===== src/sv/rau_pkg.sv =====
// Shared types, codes and helper functions for the rational arithmetic unit.
package rau_pkg;

  // Newton iteration count for the square root operation.
  localparam int SQRT_STEPS = 25;
  localparam int STEP_W     = $clog2(SQRT_STEPS + 1);

  // Divider word width and its iteration counter width.
  localparam int DIV_W   = 32;
  localparam int DCNT_W  = $clog2(DIV_W + 1);

  // Operation codes.
  localparam logic [3:0] OP_ADD   = 4'd0;
  localparam logic [3:0] OP_SUB   = 4'd1;
  localparam logic [3:0] OP_MUL   = 4'd2;
  localparam logic [3:0] OP_DIV   = 4'd3;
  localparam logic [3:0] OP_NEG   = 4'd4;
  localparam logic [3:0] OP_INC   = 4'd5;
  localparam logic [3:0] OP_DEC   = 4'd6;
  localparam logic [3:0] OP_EQ    = 4'd7;
  localparam logic [3:0] OP_NE    = 4'd8;
  localparam logic [3:0] OP_LT    = 4'd9;
  localparam logic [3:0] OP_LE    = 4'd10;
  localparam logic [3:0] OP_GT    = 4'd11;
  localparam logic [3:0] OP_GE    = 4'd12;
  localparam logic [3:0] OP_SQRT  = 4'd13;
  localparam logic [3:0] OP_TOINT = 4'd14;
  localparam logic [3:0] OP_NOP   = 4'd15;

  // Error codes.
  localparam logic [1:0] ERR_OK   = 2'd0;
  localparam logic [1:0] ERR_ZERO = 2'd1;
  localparam logic [1:0] ERR_OVF  = 2'd2;
  localparam logic [1:0] ERR_SQRT = 2'd3;

  // Datapath command codes.
  localparam logic [4:0] C_NONE     = 5'd0;
  localparam logic [4:0] C_LOAD     = 5'd1;
  localparam logic [4:0] C_ERR1     = 5'd2;
  localparam logic [4:0] C_W_A      = 5'd3;
  localparam logic [4:0] C_W_B      = 5'd4;
  localparam logic [4:0] C_ST_A     = 5'd5;
  localparam logic [4:0] C_ST_B     = 5'd6;
  localparam logic [4:0] C_RECIP    = 5'd7;
  localparam logic [4:0] C_ADD_SAME = 5'd8;
  localparam logic [4:0] C_ADD_PQ   = 5'd9;
  localparam logic [4:0] C_WD_P     = 5'd10;
  localparam logic [4:0] C_MUL_WR   = 5'd11;
  localparam logic [4:0] C_NEG      = 5'd12;
  localparam logic [4:0] C_INC      = 5'd13;
  localparam logic [4:0] C_DEC      = 5'd14;
  localparam logic [4:0] C_CMP      = 5'd15;
  localparam logic [4:0] C_SQ_ERR3  = 5'd16;
  localparam logic [4:0] C_SQ_NEG1  = 5'd17;
  localparam logic [4:0] C_SQ_INIT  = 5'd18;
  localparam logic [4:0] C_SQ_X     = 5'd19;
  localparam logic [4:0] C_SQ_Y     = 5'd20;
  localparam logic [4:0] C_SQ_DONE  = 5'd21;
  localparam logic [4:0] C_R_INIT   = 5'd22;
  localparam logic [4:0] C_R_GSTEP  = 5'd23;
  localparam logic [4:0] C_R_QN     = 5'd24;
  localparam logic [4:0] C_R_FIX    = 5'd25;
  localparam logic [4:0] C_ST_RES   = 5'd26;
  localparam logic [4:0] C_TI_WR    = 5'd27;
  localparam logic [4:0] C_PUB      = 5'd28;

  // Multiplier operand pairs.
  localparam logic [2:0] M_AN_BD = 3'd0;
  localparam logic [2:0] M_AD_B2 = 3'd1;
  localparam logic [2:0] M_AD_BD = 3'd2;
  localparam logic [2:0] M_AN_BN = 3'd3;
  localparam logic [2:0] M_BN_AD = 3'd4;

  // Divider operand pairs.
  localparam logic [2:0] D_GCD   = 3'd0;
  localparam logic [2:0] D_DN    = 3'd1;
  localparam logic [2:0] D_DD    = 3'd2;
  localparam logic [2:0] D_SQX   = 3'd3;
  localparam logic [2:0] D_SQY   = 3'd4;
  localparam logic [2:0] D_TOINT = 3'd5;

  typedef struct packed {
    logic [3:0]         operation;
    logic signed [31:0] a_num;
    logic signed [31:0] a_den;
    logic signed [31:0] b_num;
    logic signed [31:0] b_den;
  } rau_in_t;

  typedef struct packed {
    logic signed [31:0] res_num;
    logic [30:0]        res_den;
    logic               compare_true;
    logic [1:0]         error_code;
  } rau_out_t;

  typedef struct packed {
    logic [4:0] code;
    logic       mul_en;
    logic       mul_to_q;
    logic [2:0] mul_sel;
    logic       div_start;
    logic [2:0] div_sel;
  } rau_cmd_t;

  typedef struct packed {
    logic [3:0] op;
    logic       zero_err;
    logic       err_nz;
    logic       same_den;
    logic       div_done;
    logic       div_busy;
    logic       gy_zero;
    logic       bn_zero;
    logic       bn_neg;
    logic       bn_m1;
    logic       step_last;
  } rau_sts_t;

  // True when a wide signed value fits in 32 signed bits.
  function automatic logic fits32(input logic signed [67:0] v);
    return (&v[67:31]) | ~(|v[67:31]);
  endfunction

  // Magnitude of a 32-bit signed value; the most negative value gives 2^31.
  function automatic logic [31:0] abs32(input logic signed [31:0] v);
    return v[31] ? (~v + 32'd1) : v;
  endfunction

endpackage


===== src/sv/rau_ctrl.sv =====
// Sequencing state machine that issues datapath commands and owns both handshakes.
module rau_ctrl import rau_pkg::*; (
  input  logic     clk,
  input  logic     rst_n,
  input  logic     in_valid,
  input  logic     out_stall,
  input  rau_sts_t sts,
  output rau_cmd_t cmd,
  output logic     in_stall,
  output logic     out_valid
);

  localparam logic [5:0] S_IDLE   = 6'd0;
  localparam logic [5:0] S_CHECK  = 6'd1;
  localparam logic [5:0] S_RA     = 6'd2;
  localparam logic [5:0] S_RA2    = 6'd3;
  localparam logic [5:0] S_RB     = 6'd4;
  localparam logic [5:0] S_OP     = 6'd5;
  localparam logic [5:0] S_DCHK   = 6'd6;
  localparam logic [5:0] S_AQ     = 6'd7;
  localparam logic [5:0] S_ASUM   = 6'd8;
  localparam logic [5:0] S_AWD    = 6'd9;
  localparam logic [5:0] S_MQ     = 6'd10;
  localparam logic [5:0] S_MWR    = 6'd11;
  localparam logic [5:0] S_CQ     = 6'd12;
  localparam logic [5:0] S_CMP    = 6'd13;
  localparam logic [5:0] S_SQ0    = 6'd14;
  localparam logic [5:0] S_SQX    = 6'd15;
  localparam logic [5:0] S_SQXW   = 6'd16;
  localparam logic [5:0] S_SQY    = 6'd17;
  localparam logic [5:0] S_SQYW   = 6'd18;
  localparam logic [5:0] S_SQD    = 6'd19;
  localparam logic [5:0] S_TI     = 6'd20;
  localparam logic [5:0] S_TIW    = 6'd21;
  localparam logic [5:0] S_CHKRED = 6'd22;
  localparam logic [5:0] S_RI     = 6'd23;
  localparam logic [5:0] S_RG     = 6'd24;
  localparam logic [5:0] S_RGW    = 6'd25;
  localparam logic [5:0] S_RDN    = 6'd26;
  localparam logic [5:0] S_RDNW   = 6'd27;
  localparam logic [5:0] S_RDD    = 6'd28;
  localparam logic [5:0] S_RDDW   = 6'd29;
  localparam logic [5:0] S_RES    = 6'd30;
  localparam logic [5:0] S_FIN    = 6'd31;

  logic [5:0] state_r, state_nxt;
  logic [5:0] ret_r, ret_nxt;
  logic       out_valid_r, out_valid_nxt;
  logic       use_a, use_b;

  assign use_a = sts.op != OP_SQRT;
  assign use_b = sts.op inside {[OP_ADD:OP_DIV], [OP_EQ:OP_TOINT]};

  // Next state and command for the current step.
  always_comb begin
    state_nxt = state_r;
    ret_nxt   = ret_r;
    cmd       = '0;
    case (state_r)
      S_IDLE: begin
        if (in_valid) begin
          cmd.code  = C_LOAD;
          state_nxt = S_CHECK;
        end
      end
      S_CHECK: begin
        if (sts.op == OP_NOP) begin
          state_nxt = S_FIN;
        end else if (sts.zero_err) begin
          cmd.code  = C_ERR1;
          state_nxt = S_FIN;
        end else if (use_a) begin
          cmd.code  = C_W_A;
          ret_nxt   = S_RA;
          state_nxt = S_RI;
        end else begin
          cmd.code  = C_W_B;
          ret_nxt   = S_RB;
          state_nxt = S_RI;
        end
      end
      S_RA: begin
        if (sts.err_nz) begin
          state_nxt = S_FIN;
        end else begin
          cmd.code  = C_ST_A;
          state_nxt = use_b ? S_RA2 : S_OP;
        end
      end
      S_RA2: begin
        cmd.code  = C_W_B;
        ret_nxt   = S_RB;
        state_nxt = S_RI;
      end
      S_RB: begin
        if (sts.err_nz) begin
          state_nxt = S_FIN;
        end else begin
          cmd.code  = C_ST_B;
          state_nxt = S_OP;
        end
      end
      // Dispatch on the operation once its operands are reduced.
      S_OP: begin
        case (sts.op)
          OP_ADD, OP_SUB: begin
            if (sts.same_den) begin
              cmd.code  = C_ADD_SAME;
              state_nxt = S_CHKRED;
            end else begin
              cmd.mul_en  = 1'b1;
              cmd.mul_sel = M_AN_BD;
              state_nxt   = S_AQ;
            end
          end
          OP_MUL: begin
            cmd.mul_en  = 1'b1;
            cmd.mul_sel = M_AN_BN;
            state_nxt   = S_MQ;
          end
          OP_DIV: begin
            cmd.code  = C_RECIP;
            state_nxt = S_DCHK;
          end
          OP_NEG: begin
            cmd.code  = C_NEG;
            state_nxt = S_FIN;
          end
          OP_INC: begin
            cmd.code  = C_INC;
            state_nxt = S_FIN;
          end
          OP_DEC: begin
            cmd.code  = C_DEC;
            state_nxt = S_FIN;
          end
          OP_EQ, OP_NE, OP_LT, OP_LE, OP_GT, OP_GE: begin
            cmd.mul_en  = 1'b1;
            cmd.mul_sel = M_AN_BD;
            state_nxt   = S_CQ;
          end
          OP_SQRT:  state_nxt = S_SQ0;
          OP_TOINT: state_nxt = S_TI;
          default:  state_nxt = S_FIN;
        endcase
      end
      S_DCHK: begin
        if (sts.err_nz) begin
          state_nxt = S_FIN;
        end else begin
          cmd.mul_en  = 1'b1;
          cmd.mul_sel = M_AN_BN;
          state_nxt   = S_MQ;
        end
      end
      // Cross-multiplied sum for unequal denominators.
      S_AQ: begin
        cmd.mul_en   = 1'b1;
        cmd.mul_to_q = 1'b1;
        cmd.mul_sel  = M_AD_B2;
        state_nxt    = S_ASUM;
      end
      S_ASUM: begin
        cmd.code    = C_ADD_PQ;
        cmd.mul_en  = 1'b1;
        cmd.mul_sel = M_AD_BD;
        state_nxt   = S_AWD;
      end
      S_AWD: begin
        cmd.code  = C_WD_P;
        state_nxt = S_CHKRED;
      end
      S_MQ: begin
        cmd.mul_en   = 1'b1;
        cmd.mul_to_q = 1'b1;
        cmd.mul_sel  = M_AD_BD;
        state_nxt    = S_MWR;
      end
      S_MWR: begin
        cmd.code  = C_MUL_WR;
        state_nxt = S_CHKRED;
      end
      S_CQ: begin
        cmd.mul_en   = 1'b1;
        cmd.mul_to_q = 1'b1;
        cmd.mul_sel  = M_BN_AD;
        state_nxt    = S_CMP;
      end
      S_CMP: begin
        cmd.code  = C_CMP;
        state_nxt = S_FIN;
      end
      // Square root: a non-positive radicand never converges.
      S_SQ0: begin
        if (sts.bn_zero || (sts.bn_neg && !sts.bn_m1)) begin
          cmd.code  = C_SQ_ERR3;
          state_nxt = S_FIN;
        end else if (sts.bn_m1) begin
          cmd.code  = (SQRT_STEPS > 1) ? C_SQ_ERR3 : C_SQ_NEG1;
          state_nxt = S_FIN;
        end else begin
          cmd.code  = C_SQ_INIT;
          state_nxt = S_SQX;
        end
      end
      S_SQX: begin
        cmd.div_start = 1'b1;
        cmd.div_sel   = D_SQX;
        state_nxt     = S_SQXW;
      end
      S_SQXW: begin
        if (sts.div_done) begin
          cmd.code  = C_SQ_X;
          state_nxt = S_SQY;
        end
      end
      S_SQY: begin
        cmd.div_start = 1'b1;
        cmd.div_sel   = D_SQY;
        state_nxt     = S_SQYW;
      end
      S_SQYW: begin
        if (sts.div_done) begin
          cmd.code  = C_SQ_Y;
          state_nxt = sts.step_last ? S_SQD : S_SQX;
        end
      end
      S_SQD: begin
        cmd.code  = C_SQ_DONE;
        ret_nxt   = S_RES;
        state_nxt = S_RI;
      end
      S_TI: begin
        cmd.div_start = 1'b1;
        cmd.div_sel   = D_TOINT;
        state_nxt     = S_TIW;
      end
      S_TIW: begin
        if (sts.div_done) begin
          cmd.code  = C_TI_WR;
          state_nxt = S_FIN;
        end
      end
      S_CHKRED: begin
        if (sts.err_nz) begin
          state_nxt = S_FIN;
        end else begin
          ret_nxt   = S_RES;
          state_nxt = S_RI;
        end
      end
      // Reduction: Euclid on magnitudes, then divide both terms by the GCD.
      S_RI: begin
        cmd.code  = C_R_INIT;
        state_nxt = S_RG;
      end
      S_RG: begin
        if (sts.gy_zero) begin
          state_nxt = S_RDN;
        end else begin
          cmd.div_start = 1'b1;
          cmd.div_sel   = D_GCD;
          state_nxt     = S_RGW;
        end
      end
      S_RGW: begin
        if (sts.div_done) begin
          cmd.code  = C_R_GSTEP;
          state_nxt = S_RG;
        end
      end
      S_RDN: begin
        cmd.div_start = 1'b1;
        cmd.div_sel   = D_DN;
        state_nxt     = S_RDNW;
      end
      S_RDNW: begin
        if (sts.div_done) begin
          cmd.code  = C_R_QN;
          state_nxt = S_RDD;
        end
      end
      S_RDD: begin
        cmd.div_start = 1'b1;
        cmd.div_sel   = D_DD;
        state_nxt     = S_RDDW;
      end
      S_RDDW: begin
        if (sts.div_done) begin
          cmd.code  = C_R_FIX;
          state_nxt = ret_r;
        end
      end
      S_RES: begin
        cmd.code  = C_ST_RES;
        state_nxt = S_FIN;
      end
      // Hand the result to the output register once it is free.
      S_FIN: begin
        if (!out_valid_r || !out_stall) begin
          cmd.code  = C_PUB;
          state_nxt = S_IDLE;
        end
      end
      default: state_nxt = S_IDLE;
    endcase
  end

  // Output valid follows publish and the downstream accept.
  always_comb begin
    out_valid_nxt = out_valid_r;
    if (out_valid_r && !out_stall) out_valid_nxt = 1'b0;
    if (cmd.code == C_PUB) out_valid_nxt = 1'b1;
  end

  always_ff @(posedge clk) begin
    if (!rst_n) begin
      state_r     <= S_IDLE;
      ret_r       <= S_IDLE;
      out_valid_r <= 1'b0;
    end else begin
      state_r     <= state_nxt;
      ret_r       <= ret_nxt;
      out_valid_r <= out_valid_nxt;
    end
  end

  assign in_stall  = state_r != S_IDLE;
  assign out_valid = out_valid_r;

endmodule


===== config.mk =====
export PLATFORM = sky130hd
export DESIGN_NAME = rau_ctrl
export DESIGN_NICKNAME = d
export VERILOG_FILES = /design/src/sv/rau_pkg.sv /design/src/sv/rau_ctrl.sv
export SDC_FILE = /design/constraint.sdc
export NUM_CORES = 1
export LEC_CHECK = 0
export BUFFER_PORTS_ARGS = -buffer_cell sky130_fd_sc_hd__buf_4
export CELL_PAD_IN_SITES_DETAIL_PLACEMENT = 1
export CELL_PAD_IN_SITES_GLOBAL_PLACEMENT = 1
export CORE_UTILIZATION = 40
export CTS_BUF_LIST = sky130_fd_sc_hd__clkbuf_4
export CTS_CLUSTER_DIAMETER = 150
export DETAILED_ROUTE_END_ITERATION = 12
export PLACE_DENSITY_LB_ADDON = 0.1
export RECOVER_POWER = 50
export SLEW_MARGIN = 20
export SYNTH_ARGS = -nofsm -noshare
export SYNTH_HDL_FRONTEND = slang
export SYNTH_SLANG_ARGS = --single-unit

===== constraint.sdc =====
create_clock -name clk -period 2.5 [get_ports clk]
set_input_delay 0.25 -clock clk [delete_from_list [all_inputs] [get_ports clk]]
set_output_delay 0.25 -clock clk [all_outputs]
set_load 0.05 [all_outputs]

==> impl_metrics.tcl <==
set metrics [dict create \
    clkSinkCount 9 \
    grt_pass1_vias 2339 \
    wirelength_microns 7763 \
    avgRoutedWirePerCell_microns 20.70 \
    skew_ps 8.382 \
    ios 34 \
    post_cts_buffers 0 \
    worst_setup_path_end_kind "primary output" \
    power.net_switching_w 0.001444 \
    antenna_left 0 \
    fin_tns_setup_ps 0 \
    cts_resized 5 \
    clock_power_share_pct 4.8 \
    dieArea_sq_um 4902 \
    fin_util_pct 50.99 \
    nFillCells 597 \
    drtIter0Drc 164 \
    max_freq_mhz 412.6 \
    clock_latency_ps 280 \
    die_x_microns 70.02 \
    synth_cells 294 \
    hold_buffers 0 \
    synth.net_count 312 \
    combPwrFrac_pct 82.1 \
    grt_start_max_net_pins 22 \
    layout_min_cycle_time_ps 2424 \
    path_class "flip-flop to primary output" \
    start_kind "flip-flop" \
    cts_buffer_depth 2 \
    num_rows 24 \
    grt_antenna_before_repair 0 \
    numCtsBuffers 3 \
    drt_pass1_iterations 5 \
    critPathMaxFanout 18 \
    grt_overflow 0 \
    syn2layout_area_growth_pct 21.64 \
    status "finished, final reports clean" \
    core_sq_um 4414 \
    vias 2434 \
    yosysWarnings 0 \
    ys_async_sr_fraction_pct 0 \
    root_buffer "clkbuf_4" \
    power_density_nw_per_um2 1095 \
    cp.arrival_ps 2170 \
    ys.flop_type "dfxtp_1" \
    portBuffers 32 \
    dp_hpwl_microns 6030 \
    maxSlewHeadroom_pct 60.85 \
    synth_cell_types 57 \
    grt.total_usage_pct 31.73 \
    synth_edf_count 0 \
    crit_required_ps 2250 \
    ys_ff_latch 9 \
    rsz0062_at_grt "no" \
    layout-drive-gt1-share_pct 23.84 \
    ff2ff_setup_slack_ps 100 \
    maxCapViolCount 0 \
    p_sw_share_pct 58.55 \
    cts.htree.levels 1 \
    drt-vias-per-instance 6.491 \
    whs_ps 281.0 \
    hold_viol 0 \
    slew_violations 0 \
    finalSetupViolations 0 \
    power_leakage_nw 0.9035 \
    finalCritPeriodShare_pct 96.94 \
    syn_area_per_cell_sq_um 6.294 \
    clk_pin_slew_worst_paths_ps 70 \
    peakVddDrop_uv 502.8 \
    grt_pass1_wl_microns 12390 \
    stdcell_area_sq_um 2251 \
    die_h_microns 70.02 \
    gp_congestion 0.9347 \
    hold_class "input port to flip-flop" \
    cts_tree "yes" \
    fin_nets 342 \
    remaining_drc_errors 0 \
    internal-power_w 0.001022 \
    syn-cell-area_sq_um 1851 \
    tightest_slew_ps 589.8 \
    ys_seq_area_share_pct 9.736 \
    total_power_w 0.002466 \
    seqPwrFrac_pct 13.1 \
    start_util_pct 41.92 \
    post_dp_cell_area_sq_um 2233 \
    n_antenna_cell 0 \
]
[critical path: stages (launching register included)]
cell and delay, ps:
dfxtp_2 440, nor2_1 310, nand3_1 160, or2_2 320
o21ai_0 280, a2111o_1 180, buf_4 190
[logic make-up after synthesis]
group	count (synthesis)	synth area share [%]
AND/OR/NAND/NOR	131	38.40
buffers and inverters	40	8.857
XOR/XNOR	5	2.366
AO/OA/AOI/OAI	108	40.03
multiplexers	1	0.6085
flip-flops	9	9.736
[sequential cells by signal (all words and copies together), names as in the netlist]
signal	flops
out_valid	1
state_r	5
ret_r	3
[per-layer routing]
metal	GRT usage [%]	vias to the layer above	routed length (microns)	part of all wire (%)
li1	-	1162	-	-
met1	45.61	1160	3583	46
met2	50.43	98	3545	46
met3	2.453	14	447	5.8
met4	9.111	0	186	2.4
met5	0	-	0	0
[worst paths after layout]
| kind | start | end | depth (start not counted) |
|---|---|---|---|
| worst max-delay path | state_r[2] | cmd[11] | 6 |
| worst max register to register | state_r[2] | ret_r[2] | 5 |
| worst min-delay path | rst_n | ret_r[3] | 3 |
| worst min register to register | ret_r[3] | ret_r[3] | 2 |
[power groups by stage]
| stage | clock [W] | sequential (W) | combinational [W] |
|---|---|---|---|
| after global routing | 0.000126 | 0.000327 | 0.00216 |
| after global placement | 0 | 0.000304 | 0.00196 |
| after floorplan | 0 | 0.000208 | 0.00145 |
| after detailed placement | 0 | 0.000307 | 0.00201 |
| after CTS | 0.000120 | 0.000311 | 0.00202 |
| final | 0.000119 | 0.000322 | 0.00202 |
[stage by stage]
stage / std cells / setup WS, ps
after floorplan: 294 / 23.09
after global placement: 371 / 238.4
after detailed placement: 371 / 148.6
after CTS: 375 / 6.929
after global routing: 375 / 12.95
final: 375 / 76.49
[layout by cell type, fill, tap and decap left out, drive strengths merged, types with 4 or more instances in the layout]
cell type	Yosys	layout
buf	11	51
nand2	30	30
nor2	26	26
a21oi	25	25
o21ai	23	23
nor2b	14	14
nand2b	13	13
inv	10	10
nand3	9	9
dfxtp	9	9
o22ai	7	7
a22o	7	7
clkbuf	19	7
or2	5	5
nor3	5	5
and3	4	4
a22oi	4	4
xor2	4	4
nor4	4	4
a31oi	4	4
o311ai	4	4
[cells in the mapped netlist (5+ instances only)]
cell type,number,area [sq um]
nand2_1,30,112.6
nor2_1,26,97.59
a21oi_1,24,120.1
o21ai_0,23,115.1
clkbuf_1,19,71.32
nor2b_1,14,87.58
nand2b_1,13,81.33
inv_1,10,37.54
dfxtp_1,9,180.2
nand3_1,9,45.04
a22o_1,7,61.31
o22ai_1,7,43.79
buf_1,5,18.77
buf_2,5,25.02
nor3_1,5,25.02
or2_2,5,31.28
[layout make-up]
| cell class | instances | area (sq um) | share of cell area [%] |
|---|---|---|---|
| repair buffers | 55 | 410.4 | 18.23 |
| flip-flops and latches | 9 | 188.9 | 8.394 |
| clock buffers | 3 | 22.52 | 1.001 |
| clock inverters | 1 | 5.005 | 0.2223 |
| inverters | 10 | 37.54 | 1.668 |
| well taps | 52 | 65.06 | 2.890 |
| multi-input cells | 245 | 1521 | 67.59 |
No activity file was read; power rests on OpenSTA's default activity.
